<file path="src/design/cfc_pkg.sv">
// ----------------------------------------------------------------------------
// cfc_pkg
// Shared types and constants of the clipped frame-store compositor.
// ----------------------------------------------------------------------------
package cfc_pkg;

  localparam int MAX_WIDTH   = 256;
  localparam int MAX_HEIGHT  = 256;
  localparam int STORE_DEPTH = MAX_WIDTH * MAX_HEIGHT;
  localparam int STORE_AW    = (STORE_DEPTH > 1) ? $clog2(STORE_DEPTH) : 1;

  localparam int COORD_W = 16;
  localparam int PIXEL_W = 32;
  localparam int CFG_W   = 9;
  localparam int CFG_IDX_W = 2;

  localparam int XI_W = (MAX_WIDTH > 1) ? $clog2(MAX_WIDTH) : 1;
  localparam int YI_W = (MAX_HEIGHT > 1) ? $clog2(MAX_HEIGHT) : 1;
  localparam int WS_W = $clog2(MAX_WIDTH + 1);
  localparam int HS_W = $clog2(MAX_HEIGHT + 1);

  localparam logic [CFG_W-1:0] FRAME_WIDTH_RST  = CFG_W'(256);
  localparam logic [CFG_W-1:0] FRAME_HEIGHT_RST = CFG_W'(256);

  localparam logic [CFG_IDX_W-1:0] REG_FRAME_WIDTH  = CFG_IDX_W'(0);
  localparam logic [CFG_IDX_W-1:0] REG_FRAME_HEIGHT = CFG_IDX_W'(1);

  typedef enum logic [1:0] {
    REQ_WRITE = 2'd0,
    REQ_BLEND = 2'd1,
    REQ_READ  = 2'd2
  } req_kind_t;

  typedef struct packed {
    logic                in_bounds;
    logic [STORE_AW-1:0] addr;
  } loc_t;

endpackage

</file>
<file path="src/design/cfc_blend.sv">
// ----------------------------------------------------------------------------
// cfc_blend
// Source-over composite of one ARGB8888 pixel onto the stored pixel.
// ----------------------------------------------------------------------------
module cfc_blend
  import cfc_pkg::*;
(
  input  logic [PIXEL_W-1:0] src,
  input  logic [PIXEL_W-1:0] dst,
  output logic [PIXEL_W-1:0] result
);

  logic [7:0]  sa;
  logic [7:0]  inv;
  logic [15:0] ma;
  logic [8:0]  oa;
  logic [16:0] mr;
  logic [16:0] mg;
  logic [16:0] mb;

  always_comb begin
    sa  = src[31:24];
    inv = 8'hFF - sa;
    ma  = 16'(dst[31:24]) * 16'(inv);
    oa  = 9'(sa) + 9'(ma[15:8]);
    mr  = 17'(16'(src[23:16]) * 16'(sa)) + 17'(16'(dst[23:16]) * 16'(inv));
    mg  = 17'(16'(src[15:8]) * 16'(sa)) + 17'(16'(dst[15:8]) * 16'(inv));
    mb  = 17'(16'(src[7:0]) * 16'(sa)) + 17'(16'(dst[7:0]) * 16'(inv));
    if (sa == 8'h00) begin
      result = dst;
    end else if (sa == 8'hFF) begin
      result = src;
    end else begin
      result = {oa[7:0], mr[15:8], mg[15:8], mb[15:8]};
    end
  end

endmodule

</file>
<file path="config.mk">
export PLATFORM = sky130hd
export DESIGN_NAME = cfc_blend
export DESIGN_NICKNAME = d
export VERILOG_FILES = /design/src/design/cfc_pkg.sv /design/src/design/cfc_blend.sv
export SDC_FILE = /design/constraint.sdc
export NUM_CORES = 1
export LEC_CHECK = 0
export BUFFER_PORTS_ARGS = -buffer_cell sky130_fd_sc_hd__buf_2
export CAP_MARGIN = 20
export CORE_MARGIN = 2
export CORE_UTILIZATION = 29
export DETAILED_ROUTE_END_ITERATION = 12
export GPL_TIMING_DRIVEN = 0
export PLACE_DENSITY = 0.53
export SETUP_SLACK_MARGIN = 0.1
export SLEW_MARGIN = 40
export SYNTH_ARGS = -nofsm -noshare
export SYNTH_HDL_FRONTEND = slang
export SYNTH_SLANG_ARGS = --single-unit
</file>
<file path="constraint.sdc">
create_clock -name vclk -period 7.1
set_input_delay 0.71 -clock vclk [all_inputs]
set_output_delay 0.71 -clock vclk [all_outputs]
set_load 0.01 [all_outputs]
</file>
==> results.md, run 1 <==
* Outcome: finished, final reports clean
* Slew Viols, Final at 0
* Initial DRT Pass Iterations at 5
* Initial antenna violation count at 2
* Global Route Usage Sum at 18.0%
* Via/cell ratio at 4.63
* Post-route ant nets at 0
* Drt drc at 0
* Hold Buf Count CTS at 0
* Layout fillers at 5488
* Core ar. at 0.0523 mm^2
* Initial Util at 29.2%
* Final design utilization at 34.7%
* Detail-routed net length per standard cell at 18.5 um
* Post-Syn Area at 0.0153 mm^2
* Req. time, crit path at 6390 ps
* WHS at 1850 ps
* Final GP Congestion at 0.872
* Rel. slew slack at 42.4%
* Final Worst Setup Slack at 131 ps
* Final setup violation count at 0
* Vias in the first global route at 13000
* Die outline area at 0.0546 mm^2
* Critical path endpoint category: output port
* Wirelength, routed at 47700 um
* GRT overflow at 0
* Max-cap violations at 0
* Layout cells sized above 1 at 15.2%
* Pre-CTS setup slack at -1100 ps
* Mapped Avg Cell Area at 8.74 um^2
* Pin count of the biggest net entering global routing at 11
* Hpwl dp at 38200 um
* Fin crit share at 98.2%
* RSZ-0062 raised after global routing: true
* Sequential Area at 0 um^2
* Clkbuf count at 0
* Gate Count Post-Synth at 1752
* YS warnings at 0
* Num sequential at 0
* Critical Path AT at 6260 ps
* Hold Crit Endpoint: result[24]
* Hold Startpoint: dst[24]
* Core Rows at 84
* Die width at 234 um
* Hold path cells at 3
* Vias at 12000
* Worst Tran Pin Value at 864 ps
* WS Path Type: input port to output port
* NumNets Final at 2502
* Setup TNS at 0 ps
* Syn nets at 2358
* Sequential-to-total area share from yosys stat at 0%
* Iteration-0 DRC Markers at 532
* Kind of start point of the critical path: input port
* Final Hold Viols at 0
* Area Overhead vs Synth at 18.6%
* FMAX at 143 MHz
* Worst hold path class: input port to output port
* Num ports at 96
* Min Tclk post-route at 6970 ps
* Crit Path Max Fanout at 7
* First-pass GRT wire length at 74900 um
* Die Y at 234 um
* Area of the multi-input gates at 0.0138 mm^2
* Unique cell type count in the Yosys netlist at 45
* Port Buffer Count at 84
==> area by class of cell <==
class / instances / area share [%]
Tap cell: 688 / 4.74
Inverter: 446 / 9.22
Antenna cell: 1 / 0.0138
Multi-Input combinational cell: 1237 / 76.1
Timing Repair Buffer: 143 / 5.54
Buffer: 68 / 4.42
==> worst max-delay path, stage by stage <==
cell and delay (ps):
buf_12 90, clkbuf_16 160, clkbuf_16 150, buf_12 130, nor2b_4 40, fa_1 490, inv_2 40, fa_1 520
inv_2 50, fa_2 570, fa_1 460, fa_1 510, inv_2 40, fa_1 520, inv_2 50, ha_4 170
nor3_4 170, o21ai_2 110, a31oi_4 310, o21bai_4 130, a311oi_4 380, xnor2_2 140, a21oi_2 150, buf_2 140
==> stage by stage <==
step | area, um^2 | instances
after global placement | 16600 | 2524
final | 18200 | 2583
after detailed placement | 16600 | 2524
after CTS | 17400 | 2549
after floorplan | 15300 | 1752
after global routing | 18200 | 2583
==> worst max path at each step <==
stage,from,to,depth (start not counted)
6_report,src[27],result[23],24
5_1_grt,src[25],result[14],23
2_1_floorplan,src[25],result[14],20
3_3_place_gp,src[26],result[23],23
3_5_place_dp,src[28],result[20],20
4_1_cts,src[28],result[14],23
==> synthesized netlist by cell type (4+ instances only) <==
library cell	instances	share of area (%)
ha_1	221	18
nand4_1	4	0.16
o21ai_0	20	0.65
nor2b_1	193	7.9
xor2_1	19	1.1
a31oi_1	7	0.29
and2_1	113	4.6
nor3_1	8	0.26
buf_1	8	0.20
and3_1	6	0.25
fa_1	321	42
o22ai_1	8	0.33
xnor2_1	26	1.5
nand2_1	97	2.4
a21oi_1	43	1.4
a21o_1	9	0.44
a22oi_1	7	0.34
nor2_1	30	0.74
clkbuf_1	61	1.5
inv_1	446	11
o21bai_1	4	0.20
nand3_1	4	0.13
nand2b_1	61	2.5
==> placed cells by master, fill, tap and decap left out, drive strengths merged, types with 2 or more instances in the layout <==
master	instances
inv	446
fa	321
ha	221
nor2b	193
buf	166
and2	114
nand2	97
nand2b	61
clkbuf	45
a21oi	44
nor2	30
xnor2	26
o21ai	22
xor2	19
a21o	9
o22ai	8
a31oi	8
nor3	8
a22oi	7
and3	6
nand4	4
a211oi	4
nand3	4
o21bai	4
nor4	3
o21a	3
o211ai	3
o22a	3
or2b	2
or2	2
a311oi	2
==> routing by layer <==
| metal | vias up | global-route usage, % | part of all wire (%) |
|---|---|---|---|
| li1 | 5474 | - | - |
| met1 | 6086 | 24.3 | 44 |
| met2 | 340 | 30.6 | 48 |
| met3 | 59 | 2.45 | 6.0 |
| met4 | 2 | 3.80 | 2.4 |
| met5 | - | 0 | 0.027 |
==> kinds of logic after synthesis <==
group / synth area share (%)
xor+xnor: 2.72
buf+inv: 12.6
compound gates: 5.07
mux: 0.139
simple gates: 19.4
fa+ha+maj: 60.1
==> repair_timing <==
item	in CTS	in global routing
endpoints found under the setup margin	31	20
resized for setup	151	137
pin swaps	20	64
setup buffers	25	31
gates cloned	0	3
Power of run 1 is left out: the tool's default activity adds up to more than one toggle a clock period on the data nets, which glitch-free logic cannot reach.
==> inputs of run 2 (changes only) <==
--- a/config.mk
+++ b/config.mk
@@ -5,13 +5,14 @@
 export SDC_FILE = /design/constraint.sdc
 export NUM_CORES = 1
 export LEC_CHECK = 0
+export ABC_AREA = 1
 export BUFFER_PORTS_ARGS = -buffer_cell sky130_fd_sc_hd__buf_2
 export CAP_MARGIN = 20
 export CORE_MARGIN = 2
 export CORE_UTILIZATION = 29
 export DETAILED_ROUTE_END_ITERATION = 12
 export GPL_TIMING_DRIVEN = 0
-export PLACE_DENSITY = 0.53
+export PLACE_DENSITY = 0.55
 export SETUP_SLACK_MARGIN = 0.1
 export SLEW_MARGIN = 40
 export SYNTH_ARGS = -nofsm -noshare
==> constraint.sdc (replaced) <==
create_clock -name vclk -period 6.3
set_input_delay 0.63 -clock vclk [all_inputs]
set_output_delay 0.63 -clock vclk [all_outputs]
set_load 0.01 [all_outputs]
==> results.md, run 2 <==
* Outcome: complete, but fails checks
* Failing checks: setup timing
* Buf+Inv Stages, Crit Path at 9
* GRT overflow at 0
* Fin crit share at 101%
* Post-synth top area share at 40.6%
* Hold Crit Endpoint: result[15]
* Initial DRT Pass Iterations at 5
* Mapped Avg Cell Area at 7.35 um^2
* Post-synth top cells: 646 x inv_1, 393 x nand2_1, 321 x fa_1
* Max-cap violations at 0
* Port Buffer Count at 72
* Rel. slew slack at 57.1%
* Core Rows at 85
* Area Overhead vs Synth at 28.4%
* Crit-path leading delay family: adder cells
* Vias at 14600
* Gate Count Post-Synth at 2156
* Commonest non-fill, non-tap cell in the layout: inv_1
* Initial Util at 29.4%
* Die outline area at 0.0565 mm^2
* Kind of start point of the critical path: input port
* Die width at 238 um
* Syn nets at 2762
* Crit Path Max Fanout at 10
* Min Tclk post-route at 6360 ps
* Die Y at 238 um
* Iteration-0 DRC Markers at 1149
* Layout cells sized above 1 at 24.8%
* Commonest cells after routing, fill and taps aside: 586 x inv_1, 340 x nand2_1, 300 x fa_1
* Hold Startpoint: dst[15]
* Slowest CP cell: fa_1
* Final Hold Viols at 0
* Top post-synthesis cells by area: fa_1 41%, ha_1 17%, inv_1 15%
* Placed inst area at 0.0171 mm^2
* Via/cell ratio at 4.84
* Worst Tran Pin Value at 642 ps
* Final setup violation count at 6
* Unique cell type count in the Yosys netlist at 38
* Sequential-to-total area share from yosys stat at 0%
* First-pass GRT wire length at 87700 um
* Crit-path cells: buf_12 > clkbuf_16 > buf_6 > nand2_1 > inv_1 > fa_1 > inv_1 > fa_2 > inv_1 > fa_1 > fa_2 > fa_1 > inv_1 > fa_1 > inv_1 > ha_4 > nand2_2 > nor3_4 > nand3_1 > nand4_1 > xor2_1 > nor2_1 > o21ai_1 > buf_2
* Slew Viols, Final at 0
* Initial antenna violation count at 0
* Pin count of the biggest net entering global routing at 11
* YS warnings at 0
* Final Worst Setup Slack at -55.2 ps
* Synth area leader: fa_1
* NumNets Final at 2930
* Worst Setup SP: src[28]
* Critical Path AT at 5730 ps
* Layout fillers at 5520
* RSZ-0062 raised after global routing: true
* Final GP Congestion at 0.912
* Critical path endpoint category: output port
* Design area at 0.0203 mm^2
* Clkbuf count at 0
* Num sequential at 0
* Hpwl dp at 44500 um
* Post-route ant nets at 0
* Wirelength, routed at 57600 um
* WHS at 1640 ps
* FMAX at 157 MHz
* Area of the multi-input gates at 0.0146 mm^2
* Most common cell on crit path: inv_1
* Final design utilization at 37.7%
* Most frequent cell after synthesis: inv_1
* Hold path cells at 4
* Largest stage delay, worst path at 530 ps
* Drt drc at 0
* Global Route Usage Sum at 20.2%
* Post-Syn Area at 0.0158 mm^2
* Detail-routed net length per standard cell at 19.1 um
* Req. time, crit path at 5670 ps
* Worst hold path class: input port to output port
* Core ar. at 0.0539 mm^2
* Sequential Area at 0 um^2
* Num ports at 96
* Vias in the first global route at 15300
* WS Path Type: input port to output port
## run 2: cell count changes after synthesis, moves of 11 or more
| cell | before | now |
|---|---|---|
| inv_1 | 446 | 646 |
| o21ai_1 | 2 | 17 |
| nor2b_1 | 193 | 0 |
| o21ai_0 | 20 | 44 |
| nor2_1 | 30 | 243 |
| nand2b_1 | 61 | 0 |
| a21oi_1 | 43 | 54 |
| xnor2_1 | 26 | 11 |
| nand2_1 | 97 | 393 |
| nand3_1 | 4 | 45 |
| and2_1 | 113 | 0 |
## run 2: stage by stage
| step | cells | setup WS [ps] | TNS (ps) |
|---|---|---|---|
| 2_1_floorplan | 2156 | 111 | 0 |
| 3_3_place_gp | 2924 | -1510 | -37510 |
| 3_5_place_dp | 2924 | -1340 | -35030 |
| 4_1_cts | 2983 | -39.2 | -54.0 |
| 5_1_grt | 3018 | -271 | -3980 |
| 6_report | 3019 | -55.2 | -148 |
## run 2: area by class of cell
class / count / area share (%)
timing repair buffer: 166 / 6.76
antenna: 1 / 0.0123
inverter: 651 / 12.3
multi-input combinational: 1426 / 71.6
buffer: 79 / 5.04
tap: 696 / 4.28
## run 2: what timing repair did
action                                  4_1_cts  5_1_grt
setup buffers                                55       35
pin swaps                                   135      150
gates cloned                                  4        0
resized for setup                           475      199
endpoints found under the setup margin       32       28
hold buffers                                  0        0
## run 2: kinds of logic (layout without fill, tap and decap cells)
family	Yosys count	after routing	synth area share [%]
buffers and inverters	730	896	17.6
AND/OR/NAND/NOR	711	711	17.8
adder cells (fa/ha/maj)	542	542	58.0
AO/OA/AOI/OAI	143	143	4.92
XOR/XNOR	30	30	1.66
other	0	1	0
## run 2: worst max-delay path by stage
stage / to / slack [ps] / depth (start not counted)
2_1_floorplan: result[9] / 110 / 20
3_3_place_gp: result[1] / -1510 / 23
3_5_place_dp: result[16] / -1340 / 22
4_1_cts: result[14] / -40 / 23
5_1_grt: result[7] / -270 / 28
6_report: result[22] / -60 / 24
## run 2: layer usage
metal | share of wire (%) | GRT usage, % | wire length (um) | up-vias
met3 | 8.6 | 3.22 | 4940 | 116
li1 | - | - | - | 6574
met4 | 3.1 | 5.03 | 1790 | 0
met5 | 0 | 0 | 0 | -
met1 | 42 | 27.6 | 24100 | 7295
met2 | 46 | 33.3 | 26700 | 633
Power of run 2 is left out for the same reason.
