===== src/design/cfc_pkg.sv =====
// ----------------------------------------------------------------------------
// cfc_pkg
// Shared types and constants of the clipped frame-store compositor.
// ----------------------------------------------------------------------------
package cfc_pkg;

  localparam int MAX_WIDTH   = 256;
  localparam int MAX_HEIGHT  = 256;
  localparam int STORE_DEPTH = MAX_WIDTH * MAX_HEIGHT;
  localparam int STORE_AW    = (STORE_DEPTH > 1) ? $clog2(STORE_DEPTH) : 1;

  localparam int COORD_W = 16;
  localparam int PIXEL_W = 32;
  localparam int CFG_W   = 9;
  localparam int CFG_IDX_W = 2;

  localparam int XI_W = (MAX_WIDTH > 1) ? $clog2(MAX_WIDTH) : 1;
  localparam int YI_W = (MAX_HEIGHT > 1) ? $clog2(MAX_HEIGHT) : 1;
  localparam int WS_W = $clog2(MAX_WIDTH + 1);
  localparam int HS_W = $clog2(MAX_HEIGHT + 1);

  localparam logic [CFG_W-1:0] FRAME_WIDTH_RST  = CFG_W'(256);
  localparam logic [CFG_W-1:0] FRAME_HEIGHT_RST = CFG_W'(256);

  localparam logic [CFG_IDX_W-1:0] REG_FRAME_WIDTH  = CFG_IDX_W'(0);
  localparam logic [CFG_IDX_W-1:0] REG_FRAME_HEIGHT = CFG_IDX_W'(1);

  typedef enum logic [1:0] {
    REQ_WRITE = 2'd0,
    REQ_BLEND = 2'd1,
    REQ_READ  = 2'd2
  } req_kind_t;

  typedef struct packed {
    logic                in_bounds;
    logic [STORE_AW-1:0] addr;
  } loc_t;

endpackage


===== src/design/cfc_addr.sv =====
// ----------------------------------------------------------------------------
// cfc_addr
// Clips a signed pixel position against the active frame and forms the
// row-major store address.
// ----------------------------------------------------------------------------
module cfc_addr
  import cfc_pkg::*;
(
  input  logic [COORD_W-1:0] pos_x,
  input  logic [COORD_W-1:0] pos_y,
  input  logic [CFG_W-1:0]   frame_width,
  input  logic [CFG_W-1:0]   frame_height,
  output loc_t               loc
);

  localparam int LIN_W = YI_W + WS_W + 1;

  logic [WS_W-1:0]  act_w;
  logic [HS_W-1:0]  act_h;
  logic             x_ok;
  logic             y_ok;
  logic [LIN_W-1:0] lin;

  always_comb begin
    act_w = (int'(frame_width) > MAX_WIDTH) ? WS_W'(MAX_WIDTH) : WS_W'(frame_width);
    act_h = (int'(frame_height) > MAX_HEIGHT) ? HS_W'(MAX_HEIGHT) : HS_W'(frame_height);
    x_ok  = !pos_x[COORD_W-1] && (int'(pos_x) < int'(act_w));
    y_ok  = !pos_y[COORD_W-1] && (int'(pos_y) < int'(act_h));
    lin   = LIN_W'(pos_y[YI_W-1:0]) * LIN_W'(act_w) + LIN_W'(pos_x[XI_W-1:0]);
    loc.in_bounds = x_ok && y_ok;
    loc.addr      = lin[STORE_AW-1:0];
  end

endmodule


===== config.mk =====
export PLATFORM = sky130hd
export DESIGN_NAME = cfc_addr
export DESIGN_NICKNAME = d
export VERILOG_FILES = /design/src/design/cfc_pkg.sv /design/src/design/cfc_addr.sv
export SDC_FILE = /design/constraint.sdc
export NUM_CORES = 1
export LEC_CHECK = 0
export ABC_AREA = 1
export BUFFER_PORTS_ARGS = -buffer_cell sky130_fd_sc_hd__clkbuf_2
export CAP_MARGIN = 5
export CORE_MARGIN = 2
export CORE_UTILIZATION = 45
export DETAILED_ROUTE_END_ITERATION = 12
export PLACE_DENSITY = 0.68
export SETUP_SLACK_MARGIN = 0.2
export SLEW_MARGIN = 20
export SYNTH_ARGS = -nofsm -noshare
export SYNTH_HDL_FRONTEND = slang
export SYNTH_SLANG_ARGS = --single-unit

===== constraint.sdc =====
create_clock -name vclk -period 5.49
set_input_delay 0.549 -clock vclk [all_inputs]
set_output_delay 0.549 -clock vclk [all_outputs]
set_load 0.03 [all_outputs]

==> results of run 1 <==
==> what timing repair did <==
| item | CTS | global route |
|---|---|---|
| buffers inserted | 2 | 17 |
| pin swaps | 15 | 43 |
| gates resized for setup | 38 | 105 |
| setup endpoints to repair | 8 | 9 |
==> path summary, 6_finish.rpt <==
path / to / depth (start not counted)
worst max-delay path: loc[14] / 23
worst min-delay path: loc[16] / 5
==> stage by stage <==
step | setup WS (ns) | utilization | cell area [µm²] | hold WS (ns)
after floorplan | 0.2242 | - | 3035 | 1.309
after global routing | 0.08946 | 0.6569 | 4219 | 1.530
after CTS | 0.1989 | 0.5839 | 3750 | 1.495
final | 0.2456 | 0.6569 | 4219 | 1.489
after global placement | -0.008491 | 0.5587 | 3588 | 1.490
after detailed placement | -0.05558 | 0.5587 | 3588 | 1.494
==> logic make-up after synthesis <==
logic type / count (synthesis)
buffers and inverters: 121
AND/OR/NAND/NOR: 153
XOR/XNOR: 15
adder cells (fa/ha/maj): 101
AO/OA/AOI/OAI: 32
==> power groups by stage <==
stage / clock (mW) / combinational (mW) / sequential (mW)
floorplan: 0 / 0.611 / 0
global placement: 0 / 0.829 / 0
detailed placement: 0 / 0.840 / 0
CTS: 0 / 0.930 / 0
global route: 0 / 1.27 / 0
finish: 0 / 1.16 / 0
==> layer usage <==
| layer | wire length, µm | vias up | global-route usage |
|---|---|---|---|
| met1 | 3441 | 1420 | 0.2854 |
| li1 | - | 1468 | - |
| met5 | 0 | - | 0 |
| met4 | 47 | 0 | 0.01443 |
| met2 | 3883 | 70 | 0.3735 |
| met3 | 209 | 6 | 0.001925 |
==> area by class of cell <==
class              instances  area (µm²)  area share
multi-input cells        301        2963      0.7023
well taps                 77       96.34     0.02284
inverters                118       445.4      0.1056
repair buffers           104       714.4      0.1693
==> Yosys cell counts, types with 2 or more instances <==
cell type,n,area (µm²)
sky130_fd_sc_hd__inv_1,118,442.9
sky130_fd_sc_hd__nand2_1,79,296.5
sky130_fd_sc_hd__nor2_1,57,214.0
sky130_fd_sc_hd__ha_1,52,650.6
sky130_fd_sc_hd__fa_1,49,980.9
sky130_fd_sc_hd__a21oi_1,18,90.09
sky130_fd_sc_hd__xnor2_1,8,70.07
sky130_fd_sc_hd__o21ai_0,7,35.03
sky130_fd_sc_hd__xor2_1,7,61.31
sky130_fd_sc_hd__nand3_1,6,30.03
sky130_fd_sc_hd__nor4_1,5,31.28
sky130_fd_sc_hd__nand4_1,3,18.77
sky130_fd_sc_hd__buf_2,2,10.01
==> placed cells by master (no fill, tap or decap), types with 9 or more instances in the layout <==
master / count
sky130_fd_sc_hd__nand2_2: 9
sky130_fd_sc_hd__clkbuf_2: 53
sky130_fd_sc_hd__inv_1: 111
sky130_fd_sc_hd__a21oi_1: 10
sky130_fd_sc_hd__nor2_1: 40
sky130_fd_sc_hd__nor2_4: 11
sky130_fd_sc_hd__fa_1: 45
sky130_fd_sc_hd__buf_4: 34
sky130_fd_sc_hd__nand2_1: 65
sky130_fd_sc_hd__ha_4: 9
sky130_fd_sc_hd__ha_1: 42
sky130_fd_sc_hd__buf_6: 14
==> impl_metrics.toml, run 1 <==
[timing]
rsz_0062_raised_after_global_routing = "yes"
timing.fmax_mhz = 190.7
min_period_ns = 5.244
setup_tns_ns = 0
period_share = 0.9553
final_hold_viol_count = 0
worst_slew_margin_rel = 0.7744
report.final.slew_viol_count = 0
tightest_slew_ns = 0.3373
final-setup-viol-count = 0

[power]
design_power_total_mw = 1.163
power_leakage_nw = 2.338
power.net_switching_mw = 0.6596
power_frac_comb = 1.000
swShare = 0.5670
cellPowerDensity_nw_per_um2 = 275.7
worst_ir_drop_vdd_mv = 0.1642
portion_of_total_power_attributed_to_sequential_cells = 0
p_int_mw = 0.5037
power.share.clock = 0

[yosys]
synthAdderAreaFrac = 0.5402
ys_seq_area_frac = 0
dominant_combinational_cell_family_by_area_after_synthesis = "adder cells"
ys_warn_count = 0
post_synthesis_net_count = 573
muxShareOfSynthArea = 0
area_share_of_xor_xnor_cells_in_the_synthesized_design = 0.04350
syn_area_um2 = 3020
synth_area_per_cell_um2 = 7.157
post_synth_inst_count = 422
synth-compound-area-share = 0.06089
synth_cell_type_count = 24
yosys.area_share.simple = 0.2042

[grt]
grt_antenna_before_repair = 0
grt_first_pass_wirelength_mm = 12.66
first_global_vias = 2947
grt_max_degree = 11
global_route.usage.total = 0.2049
gr-total-overflow = 0

[detailed_routing]
tritonroute_pass_1_iters = 4
avgViaCountPerCell = 4.940
post-route-drc-count = 0
antenna_violating_nets_post_route = 0
number_of_drc_markers_in_iteration_0 = 129
num_vias = 2964
route.detailed.wl_per_inst_um = 12.64
routed_wire_length_mm = 7.581

[worst_hold_path]
hp-class = "primary input to output pin"
launch_point_of_the_worst_hold_path = "pos_y[14]"

[layout]
register_area_um2 = 0
final_layout_size_suffix_gt1_frac = 0.3327
fillers = 574
flow.area_growth_from_synthesis_pct = 39.69
numSequentialCells = 0
antenna_cells = 0
num-clock-buffers = 0
design.final.nets = 676
layout.cells.non_filler = 600

[placement]
detailedPlacementHpwl_mm = 6.217
place.detailed.instances = 581
placement.io_buffers = 67
gp_routability_congestion = 0.9416

[critical_path]
crit_path_cell_trace = "buf_6, nor2_4, nand2_2, o21ai_4, buf_6, buf_6, nand2_4, inv_2, nand2_2, fa_2, fa_1, inv_1, fa_1, inv_2, fa_1, inv_2, ha_4, a21oi_2, o21ai_2, a21oi_4, o221ai_2, xor2_2, clkbuf_8"
crit_fanout = 4
setup_crit_path_kind = "primary input to output pin"
worst_ep_required_time_ns = 4.94
worst-path-buf-inv = 8
critical_path.startpoint = "frame_width[7]"
wp_data_arrival_ns = 4.70
critical-path-slowest-cell = "sky130_fd_sc_hd__fa_1"
crit_path_max_incr_delay_ns = 0.54
critPathCaptureType = "output pin"
cp-start-kind = "primary input"
path_delay_family = "adder cells"

[floorplanning]
ioPinCount = 67
num_rows = 29
initial_utilization = 0.4703
die_height_um = 85.93
core_um2 = 6422
floorplan.die_area_um2 = 7383
horizontal_extent_of_the_die_um = 85.93

[cts]
cts_hold_repair.buffers = 0

[outcome]
run_status = "completed"

[run]
maxCapViolations = 0
(Power assumes the default switching activity.)
==> run 2: changes to the inputs <==
PLACE_DENSITY = unset   (was 0.68)
PLACE_DENSITY_LB_ADDON = 0.2   (was unset)
clock period = 5.67 ns   (was 5.49 ns; I/O delays follow)
==> run 2 against run 1 <==
Critical path depth unchanged. Critical endpoint is now loc[15]. Core utilization down 6.2 points. Non-clock buffer count down 22. First-iteration DRC count up 1.6%. Die area unchanged. Largest power group unchanged.
==> impl_metrics.toml, run 2 (synthesis gave the netlist of run 1 again) <==
[critical_path]
worst_ep_required_time_ns = 5.10
crit_path_max_incr_delay_ns = 0.52
worst_path_most_repeated_cell = "sky130_fd_sc_hd__inv_1"
wp_data_arrival_ns = 4.74
crit_fanout = 6
setup_crit_path_kind = "primary input to output pin"
critPathCaptureType = "output pin"
crit_end = "loc[15]"
critical-path-slowest-cell = "sky130_fd_sc_hd__fa_1"
critical_path.startpoint = "frame_width[0]"
crit_path_cell_trace = "clkbuf_2, nor2_1, nand2_2, o21ai_4, nand2_4, inv_4, buf_4, nand2_1, fa_1, inv_1, ha_1, ha_1, inv_1, fa_1, inv_1, ha_1, inv_1, fa_1, o21ai_4, nand3_1, nand4_1, xnor2_1, buf_4"
cp-start-kind = "primary input"

[layout]
final_layout_size_suffix_gt1_frac = 0.2655
register_area_um2 = 0
numSequentialCells = 0
mostFrequentLayoutCells = "113 x sky130_fd_sc_hd__inv_1, 66 x sky130_fd_sc_hd__nand2_1, 59 x sky130_fd_sc_hd__clkbuf_2"
antenna_cells = 0
postLayoutCellArea_um2 = 3821
layout.cells.most_common = "sky130_fd_sc_hd__inv_1"
num-clock-buffers = 0
design.final.nets = 654
multi_input_comb_area_um2 = 2806
fin_util = 0.5950
fillers = 625
flow.area_growth_from_synthesis_pct = 26.51

[detailed_routing]
tritonroute_pass_1_iters = 4
routed_wire_length_mm = 7.066
avgViaCountPerCell = 4.962
post-route-drc-count = 0
number_of_drc_markers_in_iteration_0 = 131
num_vias = 2868
antenna_violating_nets_post_route = 0
route.detailed.wl_per_inst_um = 12.22

[grt]
global_route.usage.total = 0.2045
gr-total-overflow = 0
first_global_vias = 2985
grt_antenna_before_repair = 0
grt_max_degree = 11
grt_first_pass_wirelength_mm = 12.74

[timing]
worst_slew_margin_rel = 0.8147
period_share = 0.9352
final_hold_viol_count = 0
report.final.slew_viol_count = 0
min_period_ns = 5.303
whs_ns = 1.527
final-setup-viol-count = 0
finalWorstSetupSlack_ns = 0.3673
tightest_slew_ns = 0.2741
timing.fmax_mhz = 188.6
rsz_0062_raised_after_global_routing = "no"

[floorplanning]
horizontal_extent_of_the_die_um = 85.93
core_um2 = 6422
initial_utilization = 0.4703
ioPinCount = 67
num_rows = 29
die_height_um = 85.93
floorplan.die_area_um2 = 7383

[power]
power_frac_comb = 1.000
power_leakage_nw = 2.206
portion_of_total_power_attributed_to_sequential_cells = 0
cellPowerDensity_nw_per_um2 = 257.5
design_power_total_mw = 0.9841
worst_ir_drop_vdd_mv = 0.2110
power.net_switching_mw = 0.5911
power.share.clock = 0
swShare = 0.6007
p_int_mw = 0.3930

[placement]
post_dp_cell_area_um2 = 3476
worst_slack_at_placement_ns = -0.01902
gp_routability_congestion = 0.8845
detailedPlacementHpwl_mm = 6.105
placement.io_buffers = 67

[worst_hold_path]
hp-class = "primary input to output pin"
launch_point_of_the_worst_hold_path = "pos_x[15]"

[outcome]
run_status = "completed"

[cts]
cts_hold_repair.buffers = 0

[run]
maxCapViolations = 0
[run 2: cell count changes in the layout (fill, tap and decap cells not counted), moves of 4 or more]
cell                       change
sky130_fd_sc_hd__buf_4        -16
sky130_fd_sc_hd__nor2_4       -10
sky130_fd_sc_hd__clkbuf_2      +6
sky130_fd_sc_hd__a21oi_2       -4
sky130_fd_sc_hd__nor2_2        +5
sky130_fd_sc_hd__nor2_1        +5
sky130_fd_sc_hd__buf_6        -12
[run 2: power by group through the flow]
stage / sequential (mW) / clock (mW) / combinational (mW)
after floorplan: 0 / 0 / 0.585
after global placement: 0 / 0 / 0.772
after detailed placement: 0 / 0 / 0.778
after CTS: 0 / 0 / 0.799
after global routing: 0 / 0 / 1.10
final: 0 / 0 / 0.984
[run 2: worst min path at each step]
stage,end,cells after the start
after detailed placement,loc[16],5
after global placement,loc[16],5
final,loc[16],5
after floorplan,loc[16],3
after global routing,loc[0],3
after CTS,loc[16],5
[run 2: what timing repair did]
| action | 4_1_cts | 5_1_grt |
|---|---|---|
| gates cloned | 0 | 0 |
| pin swaps | 1 | 37 |
| setup buffers | 2 | 8 |
| endpoints found under the setup margin | 7 | 9 |
| gates resized for setup | 11 | 72 |
[run 2: area by class of cell]
cell class / instances / area share
timing repair buffer: 82 / 0.1231
multi-input combinational: 301 / 0.7344
tap: 77 / 0.02521
inverter: 118 / 0.1172
[run 2: critical path, delay by kind of cell]
| kind | cells | cell delay, ns |
|---|---|---|
| xor+xnor | 1 | 0.13 |
| fa+ha+maj | 6 | 2.21 |
| simple gates | 6 | 0.64 |
| buf+inv | 8 | 0.71 |
| compound gates | 2 | 0.48 |
[run 2: metal layers]
metal  vias up  GRT usage  wire, µm
met5         -          0         0
met4         0   0.005772        35
met3         4   0.003850       204
met2        42     0.3925      3776
met1      1393     0.2698      3050
li1       1429          -         -
[run 2: per-stage QoR]
step / TNS, ns / instances
global placement: 0 / 568
CTS: 0 / 570
finish: 0 / 578
detailed placement: -0.01902 / 568
global route: 0 / 578
floorplan: 0 / 422
==> run 3: changes to the inputs <==
CORE_ASPECT_RATIO = 0.9   (was unset)
==> run 3 against run 2 <==
Maximum frequency down 1.6%. Critical endpoint is now loc[14]. Non-clock buffer count rose by 14. Critical path type unchanged. Cell count rose by 4.7%. Largest power group unchanged. Setup slack worse by 0.086 ns. Critical path depth down 2. Routed wire length increased by 11%. Highest routed layer unchanged. Sequential share of layout area unchanged.
==> impl_metrics.toml, run 3 (synthesis gave the netlist of run 1 again) <==
[outcome]
run_status = "completed"

[critical_path]
worst_path_most_repeated_cell = "sky130_fd_sc_hd__fa_1"
wp_data_arrival_ns = 4.82
setup_crit_path_kind = "primary input to output pin"
path_delay_family = "adder cells"
critical_path.startpoint = "frame_width[2]"
cp-start-kind = "primary input"
crit_path_max_incr_delay_ns = 0.57
worst_ep_required_time_ns = 5.10
critPathCaptureType = "output pin"
crit_fanout = 5
worst-path-buf-inv = 6
crit_path_cell_trace = "buf_4, nor2_4, nand2_2, o21ai_4, nand2_4, inv_4, nand2_4, fa_2, inv_2, fa_1, fa_1, inv_1, fa_1, inv_2, ha_4, a21oi_1, o21ai_2, a21oi_2, o221ai_2, xor2_1, buf_4"
critical-path-slowest-cell = "sky130_fd_sc_hd__fa_2"

[timing]
setup_tns_ns = 0
period_share = 0.9504
timing.fmax_mhz = 185.6
finalWorstSetupSlack_ns = 0.2813
rsz_0062_raised_after_global_routing = "yes"
min_period_ns = 5.389
tightest_slew_ns = 0.3701
worst_slew_margin_rel = 0.7530
final-setup-viol-count = 0
report.final.slew_viol_count = 0
final_hold_viol_count = 0

[detailed_routing]
post-route-drc-count = 0
routed_wire_length_mm = 7.828
number_of_drc_markers_in_iteration_0 = 157
antenna_violating_nets_post_route = 0
tritonroute_pass_1_iters = 4
route.detailed.wl_per_inst_um = 12.94
avgViaCountPerCell = 4.924
num_vias = 2979

[floorplanning]
horizontal_extent_of_the_die_um = 90.36
num_rows = 28
floorplan.die_area_um2 = 7384
core_um2 = 6551
ioPinCount = 67
initial_utilization = 0.4610
die_height_um = 81.72

[worst_hold_path]
hp-class = "primary input to output pin"
launch_point_of_the_worst_hold_path = "pos_x[15]"

[layout]
design.final.nets = 668
flow.area_growth_from_synthesis_pct = 33.26
num-clock-buffers = 0
layout.cells.most_common = "sky130_fd_sc_hd__inv_1"
antenna_cells = 0
mostFrequentLayoutCells = "109 x sky130_fd_sc_hd__inv_1, 65 x sky130_fd_sc_hd__nand2_1, 55 x sky130_fd_sc_hd__clkbuf_2"
final_layout_size_suffix_gt1_frac = 0.2990
numSequentialCells = 0
register_area_um2 = 0
fin_util = 0.6144
layout.cells.non_filler = 605

[grt]
first_global_vias = 2990
global_route.usage.total = 0.2117
grt_antenna_before_repair = 0
grt_first_pass_wirelength_mm = 12.92
gr-total-overflow = 0
grt_max_degree = 11

[placement]
placement.io_buffers = 67
place.detailed.instances = 585
gp_routability_congestion = 0.9048
worst_slack_at_placement_ns = 0.04303
detailedPlacementHpwl_mm = 6.344

[power]
worst_ir_drop_vdd_mv = 0.2306
design_power_total_mw = 1.025
power_leakage_nw = 2.296
cellPowerDensity_nw_per_um2 = 254.6

[cts]
cts_hold_repair.buffers = 0

[run]
maxCapViolations = 0
## run 3: cell count changes in the layout (fill, tap and decap cells not counted), sizes merged
| cell | change |
|---|---|
| buf | +19 |
| clkbuf | -5 |
## run 3: worst paths after layout
path              cells past startpoint      end
setup / recovery                     21  loc[14]
hold / removal                        5  loc[16]
## run 3: layout make-up
class                           instances  area, µm²
Timing Repair Buffer                   96      610.6
Multi-Input combinational cell        301       2856
Inverter                              118      445.4
Fill cell                             618       2526
Tap cell                               90      112.6
## run 3: report_power, final
part	switching [mW]	internal, mW
combinational	0.613	0.412
sequential	0	0
clock	0	0
total	0.613	0.412
## run 3: routing by layer
metal | track usage | up-vias | part of all wire
met1 | 0.2625 | 1433 | 0.41
li1 | - | 1453 | -
met4 | 0.003077 | 0 | 0.00077
met2 | 0.4293 | 91 | 0.53
met3 | 0.01743 | 2 | 0.061
met5 | 0 | - | 0
## run 3: metrics by stage
step / instance area (µm²) / hold slack [ns]
after global placement: 3522 / 1.527
after detailed placement: 3522 / 1.531
final: 4025 / 1.530
after CTS: 3558 / 1.532
after floorplan: 3020 / 1.345
after global routing: 4025 / 1.570
## run 3: tightest hold or removal path, delay by kind of cell
family	cells	cell delay, ns
AO/OA/AOI/OAI	1	0.04
buffers and inverters	2	0.25
AND/OR/NAND/NOR	2	0.11
## run 3: repair_timing
action,CTS,global route
resized for setup,9,104
pin swaps,2,46
endpoints found under the setup margin,6,9
buffers inserted,1,19
